===== src/rtl/core/ttcc_pkg.sv =====
`timescale 1ns / 1ps
// -----------------------------------------------------------------------------
// ttcc_pkg
// Shared types and codes for the two-tier centroid replacement cache: beat
// payloads, controller commands and datapath status.
// -----------------------------------------------------------------------------
package ttcc_pkg;

   // Operation codes of an input beat.
   localparam logic OP_CREATE = 1'b0;
   localparam logic OP_HIT    = 1'b1;

   // Result status codes.
   localparam logic STATUS_DONE = 1'b0;
   localparam logic STATUS_MISS = 1'b1;

   // Configuration register indexes (byte address is four times the index).
   localparam int          CSR_ADDR_BITS       = 4;
   localparam logic [1:0]  REG_USE_RECENCY     = 2'd0;
   localparam logic [1:0]  REG_RECENT_LIMIT    = 2'd1;
   localparam logic [1:0]  REG_FREQUENT_LIMIT  = 2'd2;

   typedef struct packed {
      logic        op;
      logic [23:0] hit_cluster;
   } req_type;

   typedef struct packed {
      logic [23:0] cluster_number;
      logic [31:0] hit_count_now;
      logic        dropped_valid;
      logic [23:0] dropped_cluster;
      logic        status;
   } rsp_type;

   // Source of a list write.
   typedef enum logic [1:0] {
      SRC_RDATA,
      SRC_ENT,
      SRC_EV
   } src_type;

   // Update of the entry being pushed.
   typedef enum logic [1:0] {
      ENT_HOLD,
      ENT_FROM_R,
      ENT_FROM_F
   } ent_op_type;

   // Update of the entry evicted from the recency list.
   typedef enum logic [1:0] {
      EV_HOLD,
      EV_FROM_ENT,
      EV_FROM_R
   } ev_op_type;

   // Update of the discard report.
   typedef enum logic [1:0] {
      DROP_HOLD,
      DROP_FROM_F,
      DROP_FROM_EV
   } drop_op_type;

   typedef struct packed {
      logic        latch;
      logic        set_miss;
      logic        load_rsp;
      logic        r_rd;
      logic        r_wr;
      src_type     r_src;
      logic        f_rd;
      logic        f_wr;
      src_type     f_src;
      ent_op_type  ent_op;
      ev_op_type   ev_op;
      drop_op_type drop_op;
   } cmd_type;

   typedef struct packed {
      logic r_match;
      logic f_match;
      logic ev_ge;
      logic slot_free;
   } sts_type;

endpackage


===== src/rtl/core/ttcc_ctrl.sv =====
`timescale 1ns / 1ps
// -----------------------------------------------------------------------------
// ttcc_ctrl
// Controller: sequences searches, removals, shifts and ordered inserts over
// the two lists, one memory access per list per cycle.
// -----------------------------------------------------------------------------
module ttcc_ctrl #(
   parameter int RECENT_DEPTH   = 32,
   parameter int FREQUENT_DEPTH = 32,
   parameter int RAW            = 5,
   parameter int FAW            = 5
) (
   input  logic                clock,
   input  logic                reset,
   input  logic                req_valid,
   input  logic                req_op,
   output logic                req_stall,
   input  logic                use_recency,
   input  logic [5:0]          recent_limit,
   input  logic [5:0]          frequent_limit,
   input  ttcc_pkg::sts_type   sts,
   output ttcc_pkg::cmd_type   cmd,
   output logic [RAW-1:0]      r_addr,
   output logic [FAW-1:0]      f_addr
);

   localparam int RCW = $clog2(RECENT_DEPTH + 1);
   localparam int FCW = $clog2(FREQUENT_DEPTH + 1);
   localparam int IW  = (RCW > FCW) ? RCW : FCW;

   typedef enum logic [4:0] {
      S_IDLE, S_RS_RD, S_RS_CHK, S_R_WB, S_RD_RD, S_RD_WR,
      S_FS_RD, S_FS_CHK, S_F_WB, S_FD_RD, S_FD_WR,
      S_PUSH, S_PE_CAP, S_SU_RD, S_SU_WR,
      S_FI_RD, S_FI_CHK, S_FI_PLACE, S_FI_DROP, S_FU_RD, S_FU_WR,
      S_DONE
   } state_type;

   state_type       state_ff, state_in;
   logic [IW-1:0]   i_ff, i_in;
   logic [FCW-1:0]  pos_ff, pos_in;
   logic [RCW-1:0]  rfill_ff, rfill_in;
   logic [FCW-1:0]  ffill_ff, ffill_in;
   logic            evict_ff, evict_in;
   logic            grow_ff, grow_in;
   logic [RCW-1:0]  rlim;
   logic [FCW-1:0]  flim;
   logic [IW-1:0]   rfill_x, ffill_x, i_up, i_dn;

   // Effective limits, capped at the list depths.
   assign rlim = (9'(recent_limit) > 9'(RECENT_DEPTH)) ? RCW'(RECENT_DEPTH)
                                                       : RCW'(recent_limit);
   assign flim = (9'(frequent_limit) > 9'(FREQUENT_DEPTH)) ? FCW'(FREQUENT_DEPTH)
                                                           : FCW'(frequent_limit);

   assign rfill_x = IW'(rfill_ff);
   assign ffill_x = IW'(ffill_ff);
   assign i_up    = i_ff + 1'b1;
   assign i_dn    = i_ff - 1'b1;

   assign req_stall = (state_ff != S_IDLE);

   // Next state and per-cycle commands.
   always_comb begin
      state_in = state_ff;
      i_in     = i_ff;
      pos_in   = pos_ff;
      rfill_in = rfill_ff;
      ffill_in = ffill_ff;
      evict_in = evict_ff;
      grow_in  = grow_ff;
      cmd      = '0;
      r_addr   = RAW'(i_ff);
      f_addr   = FAW'(i_ff);

      unique case (state_ff)
         S_IDLE: begin
            if (req_valid) begin
               cmd.latch = 1'b1;
               i_in      = '0;
               state_in  = (req_op == ttcc_pkg::OP_CREATE) ? S_PUSH : S_RS_RD;
            end
         end

         // Search the recency list for the hit key.
         S_RS_RD: begin
            if (i_ff >= rfill_x) begin
               i_in     = '0;
               state_in = S_FS_RD;
            end else begin
               cmd.r_rd = 1'b1;
               state_in = S_RS_CHK;
            end
         end
         S_RS_CHK: begin
            if (sts.r_match) begin
               cmd.ent_op = ttcc_pkg::ENT_FROM_R;
               state_in   = use_recency ? S_RD_RD : S_R_WB;
            end else begin
               i_in     = i_up;
               state_in = S_RS_RD;
            end
         end
         S_R_WB: begin
            cmd.r_wr  = 1'b1;
            cmd.r_src = ttcc_pkg::SRC_ENT;
            state_in  = S_DONE;
         end
         // Close the gap left by the hit entry in the recency list.
         S_RD_RD: begin
            if (i_up >= rfill_x) begin
               rfill_in = rfill_ff - 1'b1;
               state_in = S_PUSH;
            end else begin
               cmd.r_rd = 1'b1;
               r_addr   = RAW'(i_up);
               state_in = S_RD_WR;
            end
         end
         S_RD_WR: begin
            cmd.r_wr = 1'b1;
            i_in     = i_up;
            state_in = S_RD_RD;
         end

         // Search the long-term list for the hit key.
         S_FS_RD: begin
            if (i_ff >= ffill_x) begin
               cmd.set_miss = 1'b1;
               state_in     = S_DONE;
            end else begin
               cmd.f_rd = 1'b1;
               state_in = S_FS_CHK;
            end
         end
         S_FS_CHK: begin
            if (sts.f_match) begin
               cmd.ent_op = ttcc_pkg::ENT_FROM_F;
               state_in   = use_recency ? S_FD_RD : S_F_WB;
            end else begin
               i_in     = i_up;
               state_in = S_FS_RD;
            end
         end
         S_F_WB: begin
            cmd.f_wr  = 1'b1;
            cmd.f_src = ttcc_pkg::SRC_ENT;
            state_in  = S_DONE;
         end
         S_FD_RD: begin
            if (i_up >= ffill_x) begin
               ffill_in = ffill_ff - 1'b1;
               state_in = S_PUSH;
            end else begin
               cmd.f_rd = 1'b1;
               f_addr   = FAW'(i_up);
               state_in = S_FD_WR;
            end
         end
         S_FD_WR: begin
            cmd.f_wr = 1'b1;
            i_in     = i_up;
            state_in = S_FD_RD;
         end

         // Push the working entry to the recency front.
         S_PUSH: begin
            if (rfill_ff >= rlim) begin
               evict_in = 1'b1;
               if (rfill_ff == '0) begin
                  cmd.ev_op = ttcc_pkg::EV_FROM_ENT;
                  i_in      = '0;
                  state_in  = S_FI_RD;
               end else begin
                  cmd.r_rd = 1'b1;
                  r_addr   = RAW'(rfill_x - 1'b1);
                  state_in = S_PE_CAP;
               end
            end else begin
               evict_in = 1'b0;
               i_in     = rfill_x;
               state_in = S_SU_RD;
            end
         end
         S_PE_CAP: begin
            cmd.ev_op = ttcc_pkg::EV_FROM_R;
            i_in      = rfill_x - 1'b1;
            state_in  = S_SU_RD;
         end
         S_SU_RD: begin
            if (i_ff == '0) begin
               cmd.r_wr  = 1'b1;
               cmd.r_src = ttcc_pkg::SRC_ENT;
               if (evict_ff) begin
                  state_in = S_FI_RD;
               end else begin
                  rfill_in = rfill_ff + 1'b1;
                  state_in = S_DONE;
               end
            end else begin
               cmd.r_rd = 1'b1;
               r_addr   = RAW'(i_dn);
               state_in = S_SU_WR;
            end
         end
         S_SU_WR: begin
            cmd.r_wr = 1'b1;
            i_in     = i_dn;
            state_in = S_SU_RD;
         end

         // Ordered insert of the evicted entry into the long-term list.
         S_FI_RD: begin
            if (i_ff >= ffill_x) begin
               pos_in   = ffill_ff;
               state_in = S_FI_PLACE;
            end else begin
               cmd.f_rd = 1'b1;
               state_in = S_FI_CHK;
            end
         end
         S_FI_CHK: begin
            if (sts.ev_ge) begin
               pos_in   = FCW'(i_ff);
               state_in = S_FI_PLACE;
            end else begin
               i_in     = i_up;
               state_in = S_FI_RD;
            end
         end
         S_FI_PLACE: begin
            if (pos_ff < ffill_ff) begin
               if (ffill_ff >= flim) begin
                  grow_in  = 1'b0;
                  cmd.f_rd = 1'b1;
                  f_addr   = FAW'(ffill_x - 1'b1);
                  state_in = S_FI_DROP;
               end else begin
                  grow_in  = 1'b1;
                  i_in     = ffill_x;
                  state_in = S_FU_RD;
               end
            end else if (ffill_ff < flim) begin
               cmd.f_wr  = 1'b1;
               cmd.f_src = ttcc_pkg::SRC_EV;
               f_addr    = FAW'(ffill_x);
               ffill_in  = ffill_ff + 1'b1;
               state_in  = S_DONE;
            end else begin
               cmd.drop_op = ttcc_pkg::DROP_FROM_EV;
               state_in    = S_DONE;
            end
         end
         S_FI_DROP: begin
            cmd.drop_op = ttcc_pkg::DROP_FROM_F;
            i_in        = ffill_x - 1'b1;
            state_in    = S_FU_RD;
         end
         S_FU_RD: begin
            if (i_ff == IW'(pos_ff)) begin
               cmd.f_wr  = 1'b1;
               cmd.f_src = ttcc_pkg::SRC_EV;
               if (grow_ff) begin
                  ffill_in = ffill_ff + 1'b1;
               end
               state_in = S_DONE;
            end else begin
               cmd.f_rd = 1'b1;
               f_addr   = FAW'(i_dn);
               state_in = S_FU_WR;
            end
         end
         S_FU_WR: begin
            cmd.f_wr = 1'b1;
            i_in     = i_dn;
            state_in = S_FU_RD;
         end

         // Hand the result over once the output slot is free.
         S_DONE: begin
            if (sts.slot_free) begin
               cmd.load_rsp = 1'b1;
               state_in     = S_IDLE;
            end
         end

         default: state_in = S_IDLE;
      endcase
   end

   always_ff @(posedge clock) begin
      i_ff     <= i_in;
      pos_ff   <= pos_in;
      evict_ff <= evict_in;
      grow_ff  <= grow_in;
      if (reset) begin
         state_ff <= S_IDLE;
         rfill_ff <= '0;
         ffill_ff <= '0;
      end else begin
         state_ff <= state_in;
         rfill_ff <= rfill_in;
         ffill_ff <= ffill_in;
      end
   end

endmodule


===== config.mk =====
export PLATFORM = sky130hd
export DESIGN_NAME = ttcc_ctrl
export DESIGN_NICKNAME = d
export VERILOG_FILES = /design/src/rtl/core/ttcc_pkg.sv /design/src/rtl/core/ttcc_ctrl.sv
export SDC_FILE = /design/constraint.sdc
export NUM_CORES = 1
export LEC_CHECK = 0
export BUFFER_PORTS_ARGS = -buffer_cell sky130_fd_sc_hd__buf_2
export CAP_MARGIN = 20
export CORE_ASPECT_RATIO = 0.6
export CORE_MARGIN = 3
export CORE_UTILIZATION = 55
export DETAILED_ROUTE_END_ITERATION = 6
export PLACE_DENSITY_LB_ADDON = 0.1
export SLEW_MARGIN = 5
export SYNTH_ARGS = -nofsm -noshare
export SYNTH_HDL_FRONTEND = slang
export SYNTH_SLANG_ARGS = --single-unit
export TNS_END_PERCENT = 10

===== constraint.sdc =====
create_clock -name clock -period 3.6 [get_ports clock]
set_clock_uncertainty 0.05 [all_clocks]
set_input_delay 0.36 -clock clock [delete_from_list [all_inputs] [get_ports clock]]
set_output_delay 0.36 -clock clock [all_outputs]
set_load 0.01 [all_outputs]

==> results by group, run 1 <==
Status
  • Status: complete, no violations

Min path
  • Hold wc startpoint: reset
  • Tightest Hold Check Type: in2reg

Place
  • I/O Buffers: 47
  • Final RePlAce weighted congestion: 1.04
  • Detailed Place HPWL: 12,100 µm
  • Dpl cell area: 4710 µm²

CTS
  • CTS hold repair buffers: 0
  • CTS Buffer Depth: 2
  • Cts bufs inserted: 5
  • Root Buffer: clkbuf_16
  • Number of post-CTS setup repair buffers: 0
  • CTS tree: done
  • Clock latency on the worst-skew pair: 0.29 ns
  • Reg clk slew, reported paths: around 0.050 ns
  • CTS H-tree depth: 2
  • Clk sink count: 31

Logic synthesis
  • Synth top area share: between 10% and 20%
  • Synth warn: 0
  • Ys async rst share: 0%
  • Mapped Area: roughly 4300 µm²
  • Syn Area/Cell: 7.47 µm²
  • Leading area contributor after synthesis: ha_1
  • Top cells by area, synth: ha_1, edfxtp_1, dfxtp_1
  • Netlist cell types: about 70
  • Sequential element share of the synthesized area: 17.8%
  • Gate Count Post-Synth: 571
  • Main synth FF type: dfxtp_1
  • Register bit count reported by yosys: 31
  • Mapped Nets: 640
  • Number of enable flip-flop cells after synthesis: 14

Critical path
  • CP max FO: 11
  • WS Path Type: reg2out
  • CP Launch Type: flop
  • Worst Path Required: 3.19 ns
  • Largest stage delay on the critical path: 0.41 ns
  • Worst EP arrival: 3.11 ns
  • CP cell instances: buf_4, and3_1, nand3_1, xnor2_2, ha_1, a2111oi_4, a21boi_4, o21ai_4, o21ai_1, o221ai_1, buf_2
  • Worst R2R Setup Slack: 0.58 ns
  • Crit path to: f_addr[0]
  • Critical Path Sink Type: output pin
  • CP max stage cell: a2111oi_4
  • Worst-case reg-to-reg path depth: 10
  • R2R Path End: ffill_ff[3]
  • Critical R2R Launch: i_ff[1]
  • CP startpoint: i_ff[0]

Flow run
  • Max-cap viol count: 0

Pwr
  • Total power: roughly 4.7 mW
  • Peak VDD IR: about 0.60 mV
  • Lkg Pwr: 2.15 nW
  • Pwr dens: 951 nW/µm²

Global route
  • Vias in the first global route: between 4,000 and 5,000
  • Initial antenna violation count: 0
  • All-layer global routing usage: a little over a third
  • Largest net degree at the start of global routing: 38
  • Final global-route overflow total: 0
  • First-pass GRT wire length: 24,400 µm

Detailed routing
  • Post-route DRC: 0
  • DR vias: 4,938
  • Via-to-Cell Ratio: 6.80
  • Starting DRC count in detailed routing: 728
  • DR pass1 iterations: 6
  • DR WL/cell: approximately 22 µm
  • Antenna-violating nets left: 0
  • Final WL: 15,800 µm

Timing
  • Slew headroom: about a third
  • Fin crit share: 97.7%
  • Final setup violating endpoints: 0
  • Hold Violations, Final: 0
  • Worst slew pin tran: 0.979 ns
  • WHS: 0.432 ns
  • Tmin final: 3.52 ns
  • Fmax: roughly 280 MHz
  • Slew Limit Fails: 0
  • Final TNS setup: 0 ns

Layout
  • Fin nets: 690
  • Share of cells above drive strength 1: 18.3%
  • Fin util: 67.0%
  • Diode count: 0
  • Area Growth Syn to Fin: 16.0%
  • Fill count: ~650
  • Post-route cell area: slightly below 5000 µm²

Floorplan
  • CORE AREA: 7390 µm²
  • Die ar.: 8890 µm²
  • Initial core utilization: about 58%
  • Num rows: 24
  • Die Height: 74.2 µm
  • # IOs: between 40 and 50
  • Die width: 120 µm
==> cells by family (layout without fill, tap and decap cells) <==
kind of cell	after synthesis	count (layout)	share of synthesized area [%]
compound gates	189	189	29.9
mux	7	7	1.76
simple gates	205	205	25.0
fa+ha+maj	48	48	14.1
buf+inv	66	117	6.45
xor+xnor	24	24	4.93
flops	31	31	17.8
other cells	1	1	0.0879
==> cells in the final DEF (no fill, tap or decap), types with 5 or more instances in the layout <==
| cell | instances |
|---|---|
| nand2b_1 | 11 |
| xnor2_1 | 13 |
| buf_4 | 32 |
| o221ai_1 | 7 |
| a21oi_1 | 46 |
| xor2_1 | 10 |
| nand2_1 | 57 |
| nand3_1 | 31 |
| o31ai_1 | 7 |
| o21a_1 | 5 |
| or3_1 | 7 |
| dfxtp_1 | 17 |
| inv_2 | 6 |
| a21o_1 | 15 |
| nor2b_1 | 8 |
| a31oi_1 | 10 |
| inv_1 | 24 |
| o211ai_1 | 5 |
| o21ai_0 | 16 |
| clkbuf_16 | 5 |
| nor2_1 | 32 |
| ha_1 | 46 |
| edfxtp_1 | 14 |
| nor3_1 | 14 |
| o21ai_1 | 17 |
| buf_2 | 47 |
| nor3b_1 | 7 |
| a221oi_1 | 5 |
| o22ai_1 | 9 |
| nand4_1 | 8 |
| and3_1 | 8 |
==> stage by stage <==
stage / worst slack [ns] / instances
after floorplan: 0.398 / 571
after CTS: 0.00206 / 726
final: 0.0845 / 726
after detailed placement: 0.0682 / 718
after global placement: 0.171 / 718
after global routing: -0.0202 / 726
==> power breakdown <==
part | internal, mW | leakage, nW | total (mW) | switching [mW]
combinational | 1.32 | 1.78 | 3.53 | 2.22
sequential | 0.516 | 0.280 | 0.660 | 0.144
clock | 0.344 | 0.0868 | 0.514 | 0.170
==> how the worst min path moves through the flow <==
stage | to | slack (ns) | cells past startpoint
after floorplan | ffill_ff[0] | 0.38 | 1
after global placement | rfill_ff[1] | 0.51 | 2
after detailed placement | rfill_ff[5] | 0.53 | 2
after CTS | rfill_ff[2] | 0.41 | 2
after global routing | rfill_ff[2] | 0.42 | 2
final | rfill_ff[2] | 0.43 | 2
==> routing by layer <==
metal	part of all wire [%]	track usage [%]	up-vias
met2	40	49.8	386
li1	-	-	2238
met1	43	51.8	2277
met5	0	0	-
met4	2.1	8.88	0
met3	16	12.5	37
==> cells in the mapped netlist (7+ instances only) <==
cell type  number
o22ai_1         9
inv_1          25
a31oi_1        10
edfxtp_1       14
dfxtp_1        17
clkbuf_1       21
nand4_1         8
or3_1           7
nand2_1        57
nor2b_1         9
o221ai_1        7
a21o_1         15
o21ai_1        18
buf_2           7
nand3_1        31
nor3b_1         7
a21oi_1        48
and3_1          8
ha_1           48
nand2b_1       11
o21ai_0        16
nor3_1         14
xor2_1         10
o31ai_1         7
xnor2_1        14
nor2_1         32
==> registers in the layout (all words and copies together) (netlist names) <==
name / cells
i_ff: 6
ffill_ff: 6
rfill_ff: 6
evict_ff: 1
state_ff: 5
grow_ff: 1
pos_ff: 6
==> cell type report <==
cell class / count / area [µm²] / area share, %
multi-input combinational: 474 / 3300 / 66.6
clock inverter: 2 / 35.0 / 0.708
clock buffer: 6 / 139 / 2.81
timing repair buffer: 79 / 475 / 9.61
inverter: 30 / 113 / 2.28
sequential: 31 / 761 / 15.4
tap: 104 / 130 / 2.63
==> critical path, delay by kind of cell (launching register included) <==
family	cells	cell delay (ns)
and+or+nand+nor	2	0.39
adders and majority gates	1	0.32
DFF	1	0.36
AOI/OAI and AO/OA	5	1.12
buffers and inverters	2	0.39
xor gates and xnor gates	1	0.22
==> repair_timing <==
| action | CTS | global route |
|---|---|---|
| endpoints found under the setup margin | 5 | 8 |
| pin swaps | 0 | 1 |
| resized for setup | 3 | 12 |
Note: power is estimated with default switching activity, not from simulation.
==> run 2, diff against run 1 <==
--- a/config.mk
+++ b/config.mk
@@ -5,12 +5,14 @@
 export SDC_FILE = /design/constraint.sdc
 export NUM_CORES = 1
 export LEC_CHECK = 0
+export ABC_AREA = 1
 export BUFFER_PORTS_ARGS = -buffer_cell sky130_fd_sc_hd__buf_2
 export CAP_MARGIN = 20
 export CORE_ASPECT_RATIO = 0.6
 export CORE_MARGIN = 3
 export CORE_UTILIZATION = 55
 export DETAILED_ROUTE_END_ITERATION = 6
+export GPL_ROUTABILITY_DRIVEN = 0
 export PLACE_DENSITY_LB_ADDON = 0.1
 export SLEW_MARGIN = 5
 export SYNTH_ARGS = -nofsm -noshare
==> run 2 against run 1 <==
  * Core utilization hardly changed
  * Synthesized cell count is 13% higher
  * Die area down 4.3%
  * Sequential power up 9.5%
  * Routed wire length decreased by 8.1%
  * Final area fell by 6.5%
  * Register-to-register slack better by 0.03 ns
  * Maximum frequency down 1.4%
  * Sequential cell count is the same
  * Non-clock buffer count shrank 17
==> results by group, run 2 <==
Logic synthesis
  • Synth Area in XOR/XNOR: 4.73% (-0.19 points)
  • Mapped Nets: 714 (+12%)
  • Netlist cell types: 48 (-32%)
  • Simple-gate share of the synthesized area: 33.9% (+8.9 points)
  • Synth warn: 0 (unchanged)
  • Leading area contributor after synthesis: ha_1
  • Register bit count reported by yosys: 31 (unchanged)
  • Ys async rst share: 0% (unchanged)
  • Top cells by area, synth: ha_1, nand2_1, edfxtp_1
  • Main synth FF type: dfxtp_1
  • Sequential element share of the synthesized area: 18.7% (+0.87 points)
  • Number of enable flip-flop cells after synthesis: 14 (unchanged)
  • Mapped Area: 4070 µm² (-4.6%)
  • Most common cell in the synthesized netlist: nand2_1
  • Syn Area/Cell: 6.31 µm² (-16%)
  • Largest family of logic cells by synthesized area: simple AND/OR/NAND/NOR gates
  • Gate Count Post-Synth: 645 (+13%)
  • Post-synthesis mux area share: 0% (-1.8 points)
  • Synth Area in Compound Gates: 17.0% (-13 points)
  • Synth top cells by count: nand2_1, inv_1, nor2_1
  • Post-Synth Adder-Cell Area: 14.8% (+0.68 points)
  • Synth top area share: 14.8% (+0.68 points)

Timing
  • Slew headroom: 55.5% (+21 points)
  • Tmin final: 3.57 ns (+0.0506 ns)
  • Final TNS setup: 0 ns (unchanged)
  • Worst slew pin tran: 0.660 ns (-0.319 ns)
  • Fin crit share: 99.1% (+1.4 points)
  • Final setup violating endpoints: 0 (unchanged)
  • Hold Violations, Final: 0 (unchanged)
  • Slew Limit Fails: 0 (unchanged)
  • Fmax: 280 MHz (-1.4%)

Critical path
  • Worst EP arrival: 3.16 ns (+0.05 ns)
  • Worst Path Required: 3.19 ns (about the same)
  • CP max FO: 7 (-4)
  • CP Launch Type: flop
  • WS Path Type: reg2out
  • Critical Path Sink Type: output pin

Status
  • Status: complete, no violations

Layout
  • Fill count: 641 (-1.7%)
  • Diode count: 0 (unchanged)
  • Post-route cell area: 4630 µm² (-6.5%)
  • Share of cells above drive strength 1: 14.2% (-4.1 points)
  • Most common cell after layout, fill and taps aside: nand2_1
  • Fin nets: 773 (+12%)
  • Most frequent cells in the layout: nand2_1, inv_1, nor2_1
  • Area Growth Syn to Fin: 13.7%

CTS
  • CTS H-tree depth: 2 (unchanged)
  • Root Buffer: clkbuf_16
  • Clock latency on the worst-skew pair: 0.28 ns (about the same)
  • CTS tree: done
  • Cts bufs inserted: 5 (unchanged)
  • Reg clk slew, reported paths: 0.05 ns (about the same)
  • Clk sink count: 31 (unchanged)
  • CTS Buffer Depth: 2 (unchanged)

Floorplan
  • Die ar.: 8500 µm² (-4.3%)
  • Die Height: 72.6 µm (-2.2%)
  • Initial core utilization: 58.9% (+1.2 points)
  • Die width: 117 µm (-2.2%)
  • # IOs: 49 (unchanged)
  • Num rows: 23 (-4.2%)
  • CORE AREA: 6910 µm² (-6.5%)

Detailed routing
  • DR pass1 iterations: 6 (unchanged)
  • Final WL: 14,500 µm (-8.1%)
  • Post-route DRC: 0 (unchanged)
  • Via-to-Cell Ratio: 6.22 (-8.5%)
  • Starting DRC count in detailed routing: 969 (+33%)
  • Antenna-violating nets left: 0 (unchanged)
  • DR WL/cell: 18.3 µm (-16%)
  • DR vias: 4,930 (-0.16%)

Pwr
  • Pwr dens: 859 nW/µm² (-9.7%)
  • Peak VDD IR: 0.568 mV (-5.5%)
  • Lkg Pwr: 2.45 nW (+14%)

Global route
  • Vias in the first global route: 4,282 (-1.5%)
  • First-pass GRT wire length: 22,400 µm (-8.0%)
  • Met3 Usage GRT: 12.8% (+0.38 points)
  • Largest net degree at the start of global routing: 16 (-58%)
  • GRT met1 Usage: 50.9% (-0.91 points)
  • All-layer global routing usage: 34.2% (-1.4 points)
  • Initial antenna violation count: 0 (unchanged)
  • GRT Max-Usage Layer: met1
  • Met2 Track Usage GR: 46.4% (-3.4 points)
  • Final global-route overflow total: 0 (unchanged)

Flow run
  • Max-cap viol count: 0 (unchanged)

Place
  • Detailed Place HPWL: 11,500 µm (-4.9%)
  • Dpl cell area: 4420 µm² (-6.2%)
  • I/O Buffers: 47 (unchanged)

Min path
  • Tightest Hold Check Type: in2reg
[run 2: cell count changes after synthesis, moves of 13 or more]
cell,previous run,this run
nand2_1,57,157
clkbuf_1,21,5
a21o_1,15,2
a21oi_1,48,34
inv_1,25,94
o21ai_0,16,40
nor2_1,32,66
[run 2: final cells by class]
| type | instances | area [µm²] | share of cell area [%] |
|---|---|---|---|
| clock buffer | 6 | 129 | 2.78 |
| clock inverter | 2 | 7.51 | 0.162 |
| inverter | 103 | 395 | 8.54 |
| multi-input combinational | 501 | 2880 | 62.2 |
| sequential | 31 | 761 | 16.4 |
| tap | 87 | 109 | 2.35 |
| timing repair buffer | 62 | 348 | 7.52 |
[run 2: path summary, 6_finish.rpt]
path	start	end	slack [ns]	cells after the start
worst max-delay path	i_ff[0]	r_addr[3]	0.03	11
worst min-delay path	reset	ffill_ff[4]	0.35	2
worst max register to register	i_ff[0]	rfill_ff[5]	0.61	10
worst min register to register	ffill_ff[4]	ffill_ff[4]	0.58	2
[run 2: stage by stage]
step | setup WS (ns) | util [%] | total power [mW] | cells | hold slack, ns
after global routing | -0.0809 | 67.0 | 4.27 | 792 | 0.347
after floorplan | 0.964 | - | 2.45 | 645 | 0.372
after detailed placement | 0.496 | 64.0 | 3.31 | 776 | 0.552
final | 0.0339 | 67.0 | 3.97 | 792 | 0.346
after global placement | 0.514 | 64.0 | 3.23 | 776 | 0.553
after CTS | 0.176 | 65.9 | 3.73 | 784 | 0.340
[run 2: power by group]
part | switching, mW | internal [mW]
sequential | 0.201 | 0.522
clock | 0.158 | 0.252
combinational | 1.87 | 0.973
[run 2: cells by family (layout without fill, tap and decap cells)]
| logic type | after synthesis | after routing |
|---|---|---|
| AND/OR/NAND/NOR | 312 | 312 |
| AO/OA/AOI/OAI | 118 | 118 |
| buffers and inverters | 113 | 173 |
| adder cells (fa/ha/maj) | 48 | 48 |
| flip-flops | 31 | 31 |
| XOR/XNOR | 22 | 22 |
| other | 1 | 1 |
[run 2: worst max-delay path, cell delays in order (launching register included)]
cell and delay [ns]:
edfxtp_1 0.58, clkinvlp_4 0.28, ha_1 0.45, ha_1 0.30
a21boi_0 0.14, o21ai_0 0.38, nand2_1 0.10, nand2_1 0.13
nand3_1 0.15, nand2_1 0.10, o2111ai_1 0.11, buf_2 0.16
[run 2: what timing repair did]
item                                    4_1_cts  5_1_grt
endpoints found under the setup margin        0        4
gates resized for setup                       0        3
setup buffers                                 0        8
hold buffers                                  0        0
[run 2: per-layer routing]
metal / vias up / routed length (µm)
met1: 2215 / 6090
li1: 2261 / -
met3: 45 / 2500
met2: 409 / 5600
met4: 0 / 277
met5: - / 0
==> run 3, diff against run 2 <==
--- a/config.mk
+++ b/config.mk
@@ -14,6 +14,7 @@
 export DETAILED_ROUTE_END_ITERATION = 6
 export GPL_ROUTABILITY_DRIVEN = 0
 export PLACE_DENSITY_LB_ADDON = 0.1
+export RECOVER_POWER = 25
 export SLEW_MARGIN = 5
 export SYNTH_ARGS = -nofsm -noshare
 export SYNTH_HDL_FRONTEND = slang
==> run 3 against run 2 <==
  * Register-to-register slack barely moved
  * Sequential cell count unchanged
  * Clock-buffer cell count did not move
  * Sequential share of layout area grew 0.058 points
  * Critical endpoint is now r_addr[2]
==> results by group, run 3 (synthesized netlist as in run 2, its figures left out) <==
Critical path
  • Worst EP arrival: 3.15 ns (about the same)
  • Crit-path most repeated cell: ha_1
  • CP max stage cell: edfxtp_1
  • CP startpoint: i_ff[0]
  • WS Path Type: reg2out
  • CP cell instances: clkinvlp_4, ha_1, ha_1, a21boi_0, o21ai_0, nand3_2, inv_1, nand2_1, o2111ai_1, buf_2
  • CP Launch Type: flop
  • CP max FO: 7 (unchanged)
  • Worst Path Required: 3.19 ns (about the same)
  • Critical R2R Launch: i_ff[0]
  • Critical Path Sink Type: output pin
  • Largest stage delay on the critical path: 0.58 ns (about the same)

Timing
  • Tmin final: 3.56 ns (-0.00971 ns)
  • Fmax: 281 MHz (+0.27%)
  • Slew Limit Fails: 0 (unchanged)
  • Slew headroom: 50.7% (-4.8 points)
  • Worst slew pin tran: 0.732 ns (+0.0718 ns)
  • Final setup violating endpoints: 0 (unchanged)
  • Worst setup margin: 0.0436 ns (+0.00971 ns)
  • Fin crit share: 98.8% (-0.27 points)
  • Hold Violations, Final: 0 (unchanged)
  • Final TNS setup: 0 ns (unchanged)

CTS
  • Root Buffer: clkbuf_16
  • CTS H-tree depth: 2 (unchanged)
  • Reg clk slew, reported paths: 0.05 ns (about the same)
  • Cts bufs inserted: 5 (unchanged)
  • CTS hold repair buffers: 0 (unchanged)
  • Clk sink count: 31 (unchanged)
  • CTS tree: done
  • Clock latency on the worst-skew pair: 0.28 ns (about the same)
  • CTS Buffer Depth: 2 (unchanged)

Min path
  • Hold wc startpoint: reset
  • Tightest Hold Check Type: in2reg

Place
  • I/O Buffers: 47 (unchanged)
  • DP Cell Count: 776 (unchanged)
  • Pre-CTS setup slack: 0.496 ns (unchanged)
  • Detailed Place HPWL: 11,500 µm (unchanged)

Flow run
  • Max-cap viol count: 0 (unchanged)

Detailed routing
  • DR pass1 iterations: 7 (+1)
  • Via-to-Cell Ratio: 6.18 (-0.67%)
  • DR vias: 4,897 (-0.67%)
  • Post-route DRC: 0 (unchanged)
  • Starting DRC count in detailed routing: 1,082 (+12%)
  • Antenna-violating nets left: 0 (unchanged)
  • DR WL/cell: 18.3 µm (+0.19%)
  • Final WL: 14,500 µm (+0.19%)

Floorplan
  • CORE AREA: 6910 µm² (unchanged)
  • Die Height: 72.6 µm (unchanged)
  • Die width: 117 µm (unchanged)
  • # IOs: 49 (unchanged)
  • Die ar.: 8500 µm² (unchanged)
  • Num rows: 23 (unchanged)
  • Initial core utilization: 58.9% (unchanged)

Global route
  • All-layer global routing usage: 34.2% (unchanged)
  • GRT Max-Usage Layer: met1
  • Met2 Track Usage GR: 46.4% (unchanged)
  • GRT met1 Usage: 50.9% (unchanged)
  • First-pass GRT wire length: 22,400 µm (unchanged)
  • Largest net degree at the start of global routing: 16 (unchanged)
  • Met3 Usage GRT: 12.8% (unchanged)
  • Initial antenna violation count: 0 (unchanged)
  • Vias in the first global route: 4,282 (unchanged)
  • Final global-route overflow total: 0 (unchanged)

Layout
  • Non-filler cells, final: 792 (unchanged)
  • Area Growth Syn to Fin: 13.3%
  • Share of cells above drive strength 1: 12.9% (-1.3 points)
  • Reg area: 761 µm² (unchanged)
  • Most frequent cells in the layout: nand2_1, inv_1, nor2_1
  • Most common cell after layout, fill and taps aside: nand2_1
  • Fin nets: 773 (unchanged)
  • Fill count: 646 (+0.78%)
  • Diode count: 0 (unchanged)
  • Footprint of the multi-input gates: 2870 µm² (-0.26%)

Status
  • Status: complete, no violations

Pwr
  • Total power: 3.97 mW (about the same)
  • Peak VDD IR: 0.565 mV (-0.43%)
  • Lkg Pwr: 2.42 nW (-1.2%)
  • Pwr dens: 861 nW/µm² (+0.30%)
[run 3: changes by cell type in the layout (fill, tap and decap cells not counted), sizes merged]
cell | previous run | this run
clkbuf | 6 | 13
buf | 62 | 55
[run 3: final cells by class]
cell class	instances	share of cell area, %
Multi-Input combinational cell	501	62.3
Sequential cell	31	16.5
Inverter	103	8.57
Timing Repair Buffer	62	7.35
Clock buffer	6	2.79
Tap cell	87	2.36
Clock inverter	2	0.163
[run 3: power by group]
part	switching (mW)	internal, mW	total [mW]
Sequential	0.199	0.522	0.720
Clock	0.157	0.252	0.409
Combinational	1.88	0.965	2.84
[run 3: repair_timing]
action / CTS / global route
resized for setup: 0 / 3
endpoints found under the setup margin: 0 / 4
setup buffers: 0 / 8
[run 3: routing by layer]
metal  vias to the layer above  part of all wire, %  wire, µm
met2                       415                   38      5550
met3                        50                   18      2570
met5                         -                    0         0
li1                       2253                    -         -
met4                         0                  2.0       289
met1                      2179                   42      6090
[run 3: metrics by stage]
step                area [µm²]  util, %  hold WS (ns)
finish                    4610     66.8         0.350
global route              4610     66.8         0.347
CTS                       4550     65.9         0.340
detailed placement        4420     64.0         0.552
global placement          4420     64.0         0.553
floorplan                 4070        -         0.372
[run 3: final timing paths]
path                       to  slack [ns]  cells after the start
hold / removal    ffill_ff[4]        0.35                      2
setup reg to reg  rfill_ff[5]        0.62                     10
setup / recovery    r_addr[2]        0.04                     10
hold reg to reg   ffill_ff[4]        0.59                      2
[run 3: critical path, delay by kind of cell (launching register included)]
kind | cells | cell delay, ns
AOI/OAI and AO/OA | 3 | 0.61
adders and majority gates | 2 | 0.75
buffers and inverters | 3 | 0.62
DFF | 1 | 0.58
and+or+nand+nor | 2 | 0.28
